<file path="src/design/deq_pkg.sv">
// deq_pkg: shared types and codes for the indexed double-ended queue.
// Holds request and result word structs, operation and status codes.
// No dependencies.
`timescale 1ns / 1ps

package deq_pkg;

	localparam int unsigned VALUE_W = 32;
	localparam int unsigned INDEX_W = 16;
	localparam int unsigned COUNT_W = 17;

	typedef enum logic [2:0] {
		OP_PUSH_BACK    = 3'd0,
		OP_PUSH_FRONT   = 3'd1,
		OP_REMOVE_BACK  = 3'd2,
		OP_REMOVE_FRONT = 3'd3,
		OP_READ         = 3'd4
	} op_t;

	typedef enum logic [1:0] {
		ST_OK    = 2'd0,
		ST_EMPTY = 2'd1,
		ST_RANGE = 2'd2,
		ST_FULL  = 2'd3
	} status_t;

	typedef struct packed {
		logic [2:0]                operation;
		logic signed [VALUE_W-1:0] value;
		logic [INDEX_W-1:0]        index;
	} req_t;

	typedef struct packed {
		logic [1:0]                status;
		logic signed [VALUE_W-1:0] read_value;
		logic [COUNT_W-1:0]        count_now;
	} rsp_t;

endpackage

</file>
<file path="src/design/deq_mem.sv">
// deq_mem: element store of the double-ended queue.
// One write port and one read port, read data registered.
// Depends on deq_pkg for the element width.
`timescale 1ns / 1ps

module deq_mem #(
	parameter int unsigned DEPTH = 16,
	parameter int unsigned AW    = 4
) (
	input  logic                                clk,
	input  logic                                we,
	input  logic [AW-1:0]                       waddr,
	input  logic signed [deq_pkg::VALUE_W-1:0]  wdata,
	input  logic                                re,
	input  logic [AW-1:0]                       raddr,
	output logic signed [deq_pkg::VALUE_W-1:0]  rdata
);

	logic [deq_pkg::VALUE_W-1:0] mem [DEPTH];

	always_ff @(posedge clk) begin
		if (we) begin
			mem[waddr] <= wdata;
		end
	end

	always_ff @(posedge clk) begin
		if (re) begin
			rdata <= mem[raddr];
		end
	end

endmodule

</file>
<file path="src/design/double_ended_queue_indexed.sv">
// double_ended_queue_indexed: bounded deque of signed 32-bit words with indexed read.
// Holds the front and count registers, address logic and result stage.
// Depends on deq_pkg and deq_mem.
//
// Usage:
//   A request word (operation, value, index) is taken at a rising edge with start
//   high and busy low. busy stays low: a request may be issued every cycle.
//   Exactly one result word (status, read_value, count_now) follows on result,
//   marked by done for one cycle, at the edge after the request is taken.
//   read_value comes from the registered read port of the element store;
//   throughput is one request per cycle. Pushes write the store at the accept
//   edge, so a read issued in the next cycle already sees the new word.
//   Reset clears front position and count; store contents stay undefined, but
//   only entries written by a push are ever read.
//   The receiver cannot stall: each result is valid for its one done cycle only.
//   Full pushes are dropped (status full), removals from an empty queue report
//   empty, reads at or past the count report out of range; read_value is zero
//   except on a successful read.
`timescale 1ns / 1ps

module double_ended_queue_indexed #(
	parameter int unsigned DEPTH = 16
) (
	input  logic           clk,
	input  logic           arst_n,
	input  logic           start,
	input  deq_pkg::req_t  request,
	output logic           busy,
	output logic           done,
	output deq_pkg::rsp_t  result
);

	localparam int unsigned AW = $clog2(DEPTH);
	localparam int unsigned CW = $clog2(DEPTH + 1);
	localparam int unsigned SW = deq_pkg::COUNT_W + 1;
	localparam logic [SW-1:0] DEPTH_S = SW'(DEPTH);
	localparam logic [AW-1:0] LAST_POS = AW'(DEPTH - 1);

	logic [AW-1:0] front_q;
	logic [CW-1:0] count_q;
	logic          done_q;
	logic [1:0]    status_s1;
	logic          rd_en_s1;

	logic          accept;
	logic          full;
	logic          empty;
	logic          in_range;
	logic [SW-1:0] sum;
	logic [SW-1:0] sum_wrap;
	logic [AW-1:0] addr;
	logic [AW-1:0] front_dec;
	logic [AW-1:0] front_inc;

	logic [AW-1:0] front_d;
	logic [CW-1:0] count_d;
	logic [1:0]    status_d;
	logic          we;
	logic [AW-1:0] waddr;
	logic          re;

	logic signed [deq_pkg::VALUE_W-1:0] rdata;

	assign busy   = 1'b0;
	assign accept = start && !busy;

	assign full     = (count_q == CW'(DEPTH));
	assign empty    = (count_q == '0);
	assign in_range = deq_pkg::COUNT_W'(request.index) < deq_pkg::COUNT_W'(count_q);

	assign sum = SW'(front_q) +
		((request.operation == deq_pkg::OP_PUSH_BACK) ? SW'(count_q) : SW'(request.index));
	assign sum_wrap = (sum >= DEPTH_S) ? (sum - DEPTH_S) : sum;
	assign addr     = sum_wrap[AW-1:0];

	assign front_dec = (front_q == '0) ? LAST_POS : (front_q - AW'(1));
	assign front_inc = (front_q == LAST_POS) ? '0 : (front_q + AW'(1));

	always_comb begin
		front_d  = front_q;
		count_d  = count_q;
		status_d = deq_pkg::ST_OK;
		we       = 1'b0;
		waddr    = addr;
		re       = 1'b0;
		unique case (request.operation)
			deq_pkg::OP_PUSH_BACK: begin
				if (full) begin
					status_d = deq_pkg::ST_FULL;
				end else begin
					we      = 1'b1;
					count_d = count_q + CW'(1);
				end
			end
			deq_pkg::OP_PUSH_FRONT: begin
				waddr = front_dec;
				if (full) begin
					status_d = deq_pkg::ST_FULL;
				end else begin
					we      = 1'b1;
					front_d = front_dec;
					count_d = count_q + CW'(1);
				end
			end
			deq_pkg::OP_REMOVE_BACK: begin
				if (empty) begin
					status_d = deq_pkg::ST_EMPTY;
				end else begin
					count_d = count_q - CW'(1);
				end
			end
			deq_pkg::OP_REMOVE_FRONT: begin
				if (empty) begin
					status_d = deq_pkg::ST_EMPTY;
				end else begin
					front_d = front_inc;
					count_d = count_q - CW'(1);
				end
			end
			deq_pkg::OP_READ: begin
				if (!in_range) begin
					status_d = deq_pkg::ST_RANGE;
				end else begin
					re = 1'b1;
				end
			end
			default: begin
			end
		endcase
	end

	always_ff @(posedge clk or negedge arst_n) begin
		if (!arst_n) begin
			front_q  <= '0;
			count_q  <= '0;
			done_q   <= 1'b0;
			rd_en_s1 <= 1'b0;
		end else begin
			done_q <= accept;
			if (accept) begin
				front_q  <= front_d;
				count_q  <= count_d;
				rd_en_s1 <= re;
			end
		end
	end

	always_ff @(posedge clk) begin
		if (accept) begin
			status_s1 <= status_d;
		end
	end

	deq_mem #(
		.DEPTH (DEPTH),
		.AW    (AW)
	) u_mem (
		.clk   (clk),
		.we    (accept && we),
		.waddr (waddr),
		.wdata (request.value),
		.re    (accept && re),
		.raddr (addr),
		.rdata (rdata)
	);

	assign done              = done_q;
	assign result.status     = status_s1;
	assign result.read_value = rd_en_s1 ? rdata : '0;
	assign result.count_now  = deq_pkg::COUNT_W'(count_q);

`ifndef ASSERT_OFF
	a_count_bound: assert property (@(posedge clk) disable iff (!arst_n)
		count_q <= CW'(DEPTH))
		else $error("element count exceeds depth");

	a_front_bound: assert property (@(posedge clk) disable iff (!arst_n)
		front_q <= LAST_POS)
		else $error("front position outside store");

	a_done_follows: assert property (@(posedge clk) disable iff (!arst_n)
		accept |=> done)
		else $error("result word missing after request");

	a_full_count: assert property (@(posedge clk) disable iff (!arst_n)
		done && result.status == deq_pkg::ST_FULL |-> result.count_now == deq_pkg::COUNT_W'(DEPTH))
		else $error("push dropped while not full");

	a_empty_count: assert property (@(posedge clk) disable iff (!arst_n)
		done && result.status == deq_pkg::ST_EMPTY |-> result.count_now == '0)
		else $error("removal refused while not empty");

	a_read_zero: assert property (@(posedge clk) disable iff (!arst_n)
		done && result.status != deq_pkg::ST_OK |-> result.read_value == '0)
		else $error("nonzero read value on failed request");
`endif

endmodule
</file>
<file path="config.mk">
export PLATFORM = sky130hd
export DESIGN_NAME = double_ended_queue_indexed
export DESIGN_NICKNAME = d
export VERILOG_FILES = /design/src/design/deq_pkg.sv /design/src/design/deq_mem.sv /design/src/design/double_ended_queue_indexed.sv
export SDC_FILE = /design/constraint.sdc
export NUM_CORES = 1
export LEC_CHECK = 0
export BUFFER_PORTS_ARGS = -buffer_cell sky130_fd_sc_hd__buf_2
export CORE_MARGIN = 2
export CORE_UTILIZATION = 60
export DETAILED_ROUTE_END_ITERATION = 10
export PLACE_DENSITY_LB_ADDON = 0.3
export SYNTH_ARGS = -nofsm -noshare
export SYNTH_HDL_FRONTEND = slang
export SYNTH_SLANG_ARGS = --single-unit
</file>
<file path="constraint.sdc">
create_clock -name clk -period 8.7 [get_ports clk]
set_input_delay 0.435 -clock clk [delete_from_list [all_inputs] [get_ports clk]]
set_output_delay 0.435 -clock clk [all_outputs]
set_load 0.02 [all_outputs]
</file>
==> results.cfg, run 1 <==
[status]
status = finished, final reports clean

[yosys]
synth_simple_gate_area_share_pct = 2.43
synth-edff-count = 546
synth_top_area_share_pct = 75.0
syn-instance-count = 955
syn-cell-area_sq_um = 21900
synthTopCellsByCount = edfxtp_1, mux4_2, and2_1
synth_xor_area_share_pct = 0.469
synth_area_leaders = edfxtp_1, mux4_2, dfrtp_1, and2_1, ha_1
synth_seq_cells = 557
yosysTopAreaCell = edfxtp_1
synth_ff_type = edfxtp_1
synthMuxAreaShare_pct = 16.9
yosysSeqAreaShare_pct = 76.3
synth_top_family_by_area = multiplexers
async_reset_ff_share_pct = 1.97
ys_warn_count = 0
avgSynthCellArea_sq_um = 22.9
synth_most_common_cell = edfxtp_1
synth-compound-area-share_pct = 1.39
synthAdderAreaFrac_pct = 0.984
synthDistinctLibCells = 52

[worst_setup_path]
worst-path-stages = 9
reg2reg_from = count_q[0]
reg2regPathDepth = 9
crit_path_max_incr_delay_ns = 1.33
end_kind = flop
rrSetupSlack_ns = 4.01
critPathArrivalTime_ns = 4.92
critPathMaxFanout = 55
cp-endpoint = u_mem.mem[8][6]
crit_family = adder cells
critPathBufInv = 2
cp_slowest_cell = fa_4
cp.required_ns = 8.93
crit_start = count_q[0]
crit_path_start_kind = flop
path_cells = mux2_2 -> ha_4 -> inv_1 -> fa_4 -> mux2i_1 -> a2111oi_2 -> o211ai_1 -> nor2_4 -> buf_4
critical_path_class = reg -> reg
r2r-end = u_mem.mem[8][6]

[floorplanning]
core_sq_um = 35700
die_area_sq_um = 38000
ios = 107
rows = 69
start_util_pct = 61.2
die_w_um = 195
die_height_um = 195

[power]
clockPowerShare_pct = 27.1
switching_share_pct = 28.5
p_leak_uw = 0.00801
powerDensity_nw_per_um2 = 331
pwr-share-comb_pct = 33.1
internal_power_uw = 5820
pwr-share-seq_pct = 39.8
irDropWorstVdd_uv = 330
switchingPower_uw = 2320

[sta]
max_slew.worst_pin.slew_ns = 1.33
fin_crit_sh_pct = 53.9
maxSlewHeadroom_pct = 11.1
rsz0062_at_grt = false
slew_viol_final = 0
period_needed_ns = 4.69
fin_setup_tns_ns = 0
fin_skew_ns = 0.0172
final-setup-viol-count = 0
hold_viol = 0
fmax_ghz = 0.213

[clock_network]
clock_sinks = 557
holdBufCountCts = 1
post_cts_buffers = 0
cts_max_level = 2
cts_buffers = 54
cts_resized = 0
insertion_delay_ns = 0.59
clockRootBuffer = clkbuf_16
path_clk_slew_ns = 0.06
clk_path_buf_depth = 3
cts_tree = done

[routing]
drc = 0
first_iter_violations = 1103
vias = 10100
firstDrtPassIters = 5
finalWirelength_um = 44500
antenna_left = 0
vias_per_cell = 6.41
wl_per_cell_um = 28.1

[grt]
grt_usage_pct = 24.2
first_global_vias = 10400
grt_pass1_wl_um = 66800
grt-ovfl-total = 0
grt_max_degree = 81
grt_antenna_before_repair = 2

[placed_design]
port_buffers = 93
dp.cells = 1485
gp_congestion = 0.784
place_area_sq_um = 22900
dp_hpwl_um = 23200

[layout]
fin_nets = 1151
final_area_sq_um = 24600
layout-drive-gt1-share_pct = 33.1
areaGrowthSynthToFinish_pct = 12.6
stdcell_count = 1583

[worst_hold_path]
hp-class = in -> reg

[flow_run]
drv_cap = 0
==> cells by family after synthesis <==
family,count (synthesis)
compound gates,43
mux,167
simple gates,96
xor+xnor,10
fa+ha+maj,16
buf+inv,65
other cells,1
flops,557
==> metal layers <==
metal / share of wire (%) / GRT usage, % / vias to the layer above
li1: - / - / 4253
met1: 40 / 34.7 / 5334
met2: 50 / 39.2 / 482
met3: 7.6 / 4.36 / 70
met4: 2.1 / 6.93 / 2
met5: 0.016 / 0 / -
==> stage by stage <==
step | utilization [%] | hold WS, ns | setup slack (ns) | total power (uW)
final | 68.9 | 0.0531 | 4.01 | 8150
after CTS | 68.9 | 0.0309 | 4.00 | 8220
after floorplan | - | 0.139 | 3.26 | 5370
after global placement | 64.2 | 0.322 | 3.70 | 5950
after global routing | 68.9 | 0.0393 | 3.77 | 8480
after detailed placement | 64.2 | 0.325 | 3.67 | 6010
==> layout make-up <==
type / count / area [sq um]
repair buffers: 113 / 631
clock inverters: 32 / 246
multi-input cells: 345 / 5040
well taps: 461 / 577
inverters: 10 / 37.5
flip-flops and latches: 557 / 16700
diodes: 1 / 2.50
fillers: 2147 / 11100
clock buffers: 64 / 1410
==> worst reg2reg max path: stages, from the launching register on <==
cell       delay [ns]
dfrtp_1          0.52
mux2_2           0.25
ha_4             0.12
inv_1            0.05
fa_4             1.33
mux2i_1          0.29
a2111oi_2        0.44
o211ai_1         0.31
nor2_4           0.55
buf_4            0.48
==> flip-flops by register name, indices dropped and copies added, names as in the netlist <==
name and count:
front_q 4, count_q 5, done 1, rd_en_s1 1, u_mem.mem 512, u_mem.rdata 32
status_s1 2
==> cell usage in the layout, fill, tap and decap left out, drive strengths merged, types with 6 or more instances in the layout <==
| cell | synthesis | routed |
|---|---|---|
| a21oi | 6 | 6 |
| and2 | 37 | 37 |
| buf | 33 | 112 |
| clkbuf | 22 | 64 |
| clkinv | 0 | 25 |
| conb | 1 | 13 |
| dfrtp | 11 | 11 |
| edfxtp | 546 | 546 |
| ha | 14 | 14 |
| inv | 10 | 11 |
| mux4 | 160 | 160 |
| nand2 | 16 | 16 |
| nor2 | 19 | 19 |
| o21ai | 12 | 12 |
==> worst min path at each step <==
stage,to,cells past startpoint,start
floorplan,count_q[0],0,arst_n
global placement,count_q[0],1,arst_n
detailed placement,count_q[0],1,arst_n
CTS,done,1,start
global route,done,1,start
finish,done,1,start
==> power by group through the flow <==
stage	logic (uW)	clock network [uW]	registers [uW]
after floorplan	2090	0	3290
after global placement	2670	0	3290
after detailed placement	2720	0	3290
after CTS	2740	2240	3240
after global routing	2890	2340	3250
final	2700	2210	3240
No activity file was read; power rests on OpenSTA's default activity.
==> inputs of run 2 (changes only) <==
--- a/config.mk
+++ b/config.mk
@@ -7,7 +7,7 @@
 export LEC_CHECK = 0
 export BUFFER_PORTS_ARGS = -buffer_cell sky130_fd_sc_hd__buf_2
 export CORE_MARGIN = 2
-export CORE_UTILIZATION = 60
+export CORE_UTILIZATION = 55
 export DETAILED_ROUTE_END_ITERATION = 10
 export PLACE_DENSITY_LB_ADDON = 0.3
 export SYNTH_ARGS = -nofsm -noshare
==> constraint.sdc (replaced) <==
create_clock -name clk -period 4.18 [get_ports clk]
set_input_delay 0.209 -clock clk [delete_from_list [all_inputs] [get_ports clk]]
set_output_delay 0.209 -clock clk [all_outputs]
set_load 0.02 [all_outputs]
==> run 2 against run 1 <==
Cell area is 2.7% higher. Final cell count is 7.3% higher. Critical endpoint is now u_mem.rdata[10]. Core utilization is 4.8 points lower. Setup slack worse by 3.3 ns. Sequential share of layout area is 1.8 points lower.
==> results.cfg, run 2 (same netlist as run 1, synthesis figures left out) <==
[power]
totalPowerFinal_uw = 17100
p_leak_uw = 0.00828
pwr-share-comb_pct = 34.6
clockPowerShare_pct = 26.1
switchingPower_uw = 4950
switching_share_pct = 28.9
internal_power_uw = 12200
pwr-share-seq_pct = 39.3
irDropWorstVdd_uv = 602
powerDensity_nw_per_um2 = 677

[worst_setup_path]
end_kind = flop
critical_path_class = reg -> reg
reg2reg_from = count_q[1]
critPathArrivalTime_ns = 3.73
crit_start = count_q[1]
cp.required_ns = 4.48
reg2regPathDepth = 7
critPathMaxFanout = 63
crit_path_start_kind = flop

[sta]
period_needed_ns = 3.43
fin_skew_ns = 0.0187
hold_viol = 0
slew_viol_final = 0
rsz0062_at_grt = false
max_slew.worst_pin.slew_ns = 0.958
final-setup-viol-count = 0
maxSlewHeadroom_pct = 35.8
fin_crit_sh_pct = 82.2
fmax_ghz = 0.291

[clock_network]
clockRootBuffer = clkbuf_16
insertion_delay_ns = 0.58
clk_path_buf_depth = 3
clock_sinks = 557
post_cts_buffers = 0
path_clk_slew_ns = 0.06
cts_max_level = 2
cts_tree = done
cts_buffers = 52

[layout]
final_cell_mix = edfxtp_1, mux4_2, buf_2
areaGrowthSynthToFinish_pct = 15.6
fin_nets = 1204
finalCoreUtilization_pct = 64.0
layout-drive-gt1-share_pct = 33.8
largest_register_ff_count = 512
top_regs = u_mem.mem (512), u_mem.rdata (32), count_q (5)
mostFrequentLayoutCell = edfxtp_1
fillerInstances = 2524
top_register = u_mem.mem

[routing]
wl_per_cell_um = 27.2
vias = 10400
antenna_left = 0
drc = 0
firstDrtPassIters = 5
vias_per_cell = 6.13
finalWirelength_um = 46200
first_iter_violations = 1145

[status]
status = finished, final reports clean

[floorplanning]
ios = 107
die_area_sq_um = 41400
rows = 73
core_sq_um = 39500
die_height_um = 203
die_w_um = 203
start_util_pct = 55.4

[grt]
grt_antenna_before_repair = 0
grt_usage_pct = 23.0
grt_pass1_wl_um = 68700
grt_max_degree = 64
grt-ovfl-total = 0
first_global_vias = 10700

[placed_design]
gp_congestion = 0.759
port_buffers = 93
dp_hpwl_um = 24800

[flow_run]
drv_cap = 0

[worst_hold_path]
hp-start = request[23]
hold_depth = 1
hp-class = in -> reg
==> run 2: changes by cell type in the layout (fill, tap and decap cells not counted), sizes merged <==
cell,delta
clkinvlp,-2
bufinv,-1
dlygate4sd3,+26
clkinv,-9
clkbuf,+9
buf,+29
==> run 2: timing repair <==
action | 4_1_cts | 5_1_grt
resized for setup | 0 | 0
hold buffers | 27 | 0
hold endpoints to repair | 334 | 0
==> run 2: layout make-up <==
cell class / count / area (sq um) / area share (%)
multi-input combinational: 345 / 5050 / 20.0
clock buffer: 73 / 1380 / 5.46
timing repair buffer: 168 / 1260 / 4.98
clock inverter: 20 / 209 / 0.827
inverter: 10 / 37.5 / 0.149
antenna: 1 / 2.50 / 0.00990
tap: 525 / 657 / 2.60
sequential: 557 / 16700 / 66.0
==> run 2: layer usage <==
metal / part of all wire, % / vias up / track usage [%]
li1: - / 4352 / -
met1: 41 / 5523 / 32.0
met2: 51 / 462 / 38.3
met3: 6.7 / 74 / 3.71
met4: 2.1 / 0 / 6.26
met5: 0 / - / 0
==> run 2: power groups by stage <==
stage	sequential [uW]	combinational [uW]	clock, uW
finish	6730	5920	4470
global placement	6830	5790	0
floorplan	6840	4370	0
detailed placement	6840	5910	0
global route	6750	6300	4730
CTS	6730	6000	4520
==> run 2: worst max-delay path, cell delays in order, from the launching register on <==
cell and delay [ns]:
dfrtp_1 0.49, mux2_2 0.23, inv_1 0.06, fa_4 0.82
buf_12 0.36, buf_12 0.31, mux4_2 0.36, mux4_2 0.50
==> run 2: path summary, 6_finish.rpt <==
path / to / slack (ns)
worst max-delay path: u_mem.rdata[10] / 0.75
worst min-delay path: u_mem.mem[5][7] / 0.02
worst max register to register: u_mem.rdata[10] / 0.75
worst min register to register: count_q[0] / 0.64
max in group asynchronous: count_q[0] / 3.92
min in group asynchronous: done / 0.05
==> run 2: metrics by stage <==
stage / hold WS (ns) / setup TNS, ns / area, sq um / std cells / setup slack (ns)
2_1_floorplan: -0.0866 / -24.63 / 21900 / 967 / -0.306
3_3_place_gp: 0.114 / 0 / 23400 / 1578 / 0.570
3_5_place_dp: 0.112 / 0 / 23400 / 1578 / 0.513
4_1_cts: 0.00315 / 0 / 25300 / 1698 / 0.704
5_1_grt: 0.00854 / 0 / 25300 / 1698 / 0.628
6_report: 0.0191 / 0 / 25300 / 1699 / 0.745
==> inputs of run 3 (changes only) <==
--- a/config.mk
+++ b/config.mk
@@ -7,7 +7,7 @@
 export LEC_CHECK = 0
 export BUFFER_PORTS_ARGS = -buffer_cell sky130_fd_sc_hd__buf_2
 export CORE_MARGIN = 2
-export CORE_UTILIZATION = 55
+export CORE_UTILIZATION = 60
 export DETAILED_ROUTE_END_ITERATION = 10
 export PLACE_DENSITY_LB_ADDON = 0.3
 export SYNTH_ARGS = -nofsm -noshare
==> constraint.sdc (replaced) <==
create_clock -name clk -period 3.5 [get_ports clk]
set_input_delay 0.175 -clock clk [delete_from_list [all_inputs] [get_ports clk]]
set_output_delay 0.175 -clock clk [all_outputs]
set_load 0.02 [all_outputs]
==> run 3 against run 2 <==
Clock-buffer cell count shrank 4. Clock skew up 0.0092 ns. Core utilization grew 7.7 points. Sequential share of layout area shrank 0.95 points. Non-clock buffer count increased by 17. Global-route usage increased by 3.8 points. Register-to-register slack got worse by 0.51 ns. Combinational power increased by 23%. First-iteration DRC count increased by 9.3%. Final cell count down 2.8%. Die area is 8.2% lower. Sequential power increased by 20%. Critical endpoint is now u_mem.rdata[12]. Largest cell class unchanged.
==> results.cfg, run 3 (same netlist as run 1, synthesis figures left out) <==
[clock_network]
post_cts_buffers = 0
cts_buffers = 53
path_clk_slew_ns = 0.06
insertion_delay_ns = 0.62
cts_max_level = 2
clock_sinks = 557
cts_tree = done
clockRootBuffer = clkbuf_16
cts_resized = 0
clk_path_buf_depth = 3

[routing]
vias = 10700
first_iter_violations = 1251
antenna_left = 0
wl_per_cell_um = 29.5
vias_per_cell = 6.45
drc = 0
firstDrtPassIters = 5
finalWirelength_um = 48800

[power]
p_leak_uw = 0.00844
totalPowerFinal_uw = 20800
powerDensity_nw_per_um2 = 810
irDropWorstVdd_uv = 745

[sta]
fin_crit_sh_pct = 93.2
hold_viol = 0
fmax_ghz = 0.307
rsz0062_at_grt = false
max_slew.worst_pin.slew_ns = 0.869
fin_setup_tns_ns = 0
final-setup-viol-count = 0
slew_viol_final = 0
maxSlewHeadroom_pct = 41.7
fin_skew_ns = 0.0279
period_needed_ns = 3.26

[floorplanning]
die_w_um = 195
die_height_um = 195
rows = 69
ios = 107
start_util_pct = 61.2
core_sq_um = 35700
die_area_sq_um = 38000

[flow_run]
drv_cap = 0

[layout]
largest_register_ff_count = 512
fin_nets = 1222
mostFrequentLayoutCell = edfxtp_1
final_area_sq_um = 25600
top_register = u_mem.mem
areaGrowthSynthToFinish_pct = 17.3
top_regs = u_mem.mem (512), u_mem.rdata (32), count_q (5)
layout-drive-gt1-share_pct = 34.8
final_cell_mix = edfxtp_1, mux4_2, buf_2
antenna_cells = 0

[worst_setup_path]
critPathMaxFanout = 68
critical_path_class = reg -> reg
crit_path_max_incr_delay_ns = 0.86
critPathArrivalTime_ns = 3.59
path_cells = ha_4 -> inv_2 -> fa_4 -> buf_12 -> mux4_2 -> mux4_2
crit_path_start_kind = flop
cp_slowest_cell = fa_4
end_kind = flop
cp.required_ns = 3.83
cpMostUsedCell = mux4_2

[placed_design]
port_buffers = 93
place_area_sq_um = 23700
dp_hpwl_um = 24800
gp_congestion = 0.813

[grt]
first_global_vias = 11000
grt_max_degree = 69
grt_usage_pct = 26.7
grt_use_met1_pct = 36.3
grt-busiest-layer = met2
grt_use_met3_pct = 4.32
grt_pass1_wl_um = 71900
gr-usage-met2_pct = 44.5
grt-ovfl-total = 0
grt_antenna_before_repair = 1

[status]
status = finished, final reports clean

[worst_hold_path]
hp-class = in -> reg
## run 3: final timing paths
| path | slack (ns) | cells after the start | from | endpoint |
|---|---|---|---|---|
| max | 0.24 | 6 | front_q[0] | u_mem.rdata[12] |
| min | 0.05 | 5 | request[7] | rd_en_s1 |
| max reg2reg | 0.24 | 6 | front_q[0] | u_mem.rdata[12] |
| min reg2reg | 0.65 | 1 | count_q[4] | count_q[4] |
| max in group asynchronous | 2.51 | 3 | arst_n | front_q[3] |
| min in group asynchronous | 0.63 | 3 | arst_n | count_q[2] |
## run 3: worst max-delay path: cells and delay by family, from the launching register on
family,cells,cell delay [ns]
adder cells (fa/ha/maj),2,1.05
multiplexers,2,0.91
buffers and inverters,2,0.41
flip-flops,1,0.55
## run 3: repair_timing
| item | CTS | global route |
|---|---|---|
| hold buffers | 35 | 0 |
| endpoints found under the setup margin | 0 | 0 |
| endpoints found under the hold margin | 527 | 0 |
## run 3: cell type report
cell class	instances	area, sq um
well taps	461	577
fillers	2016	10100
flip-flops and latches	557	16700
inverters	10	37.5
clock inverters	25	241
clock buffers	69	1390
multi-input cells	345	5120
repair buffers	185	1610
## run 3: per-stage QoR
step                      cells  utilization, %  hold slack, ns  worst slack, ns
final                      1652            71.7          0.0543            0.238
after global routing       1652            71.7          0.0751            0.176
after CTS                  1652            71.7          0.0298            0.256
after detailed placement   1523            66.2          0.0665            0.131
after global placement     1523            66.2          0.0577            0.190
after floorplan             967               -          -0.121          -0.0583
## run 3: power breakdown
part	internal [uW]	switching [uW]
clock	3080	2370
combinational	3780	3470
sequential	7870	171
total	14700	6020
## run 3: metal layers
metal,vias up,wire [um]
met5,-,0
met4,0,1300
met3,90,3870
met2,604,25100
met1,5567,18600
li1,4400,-
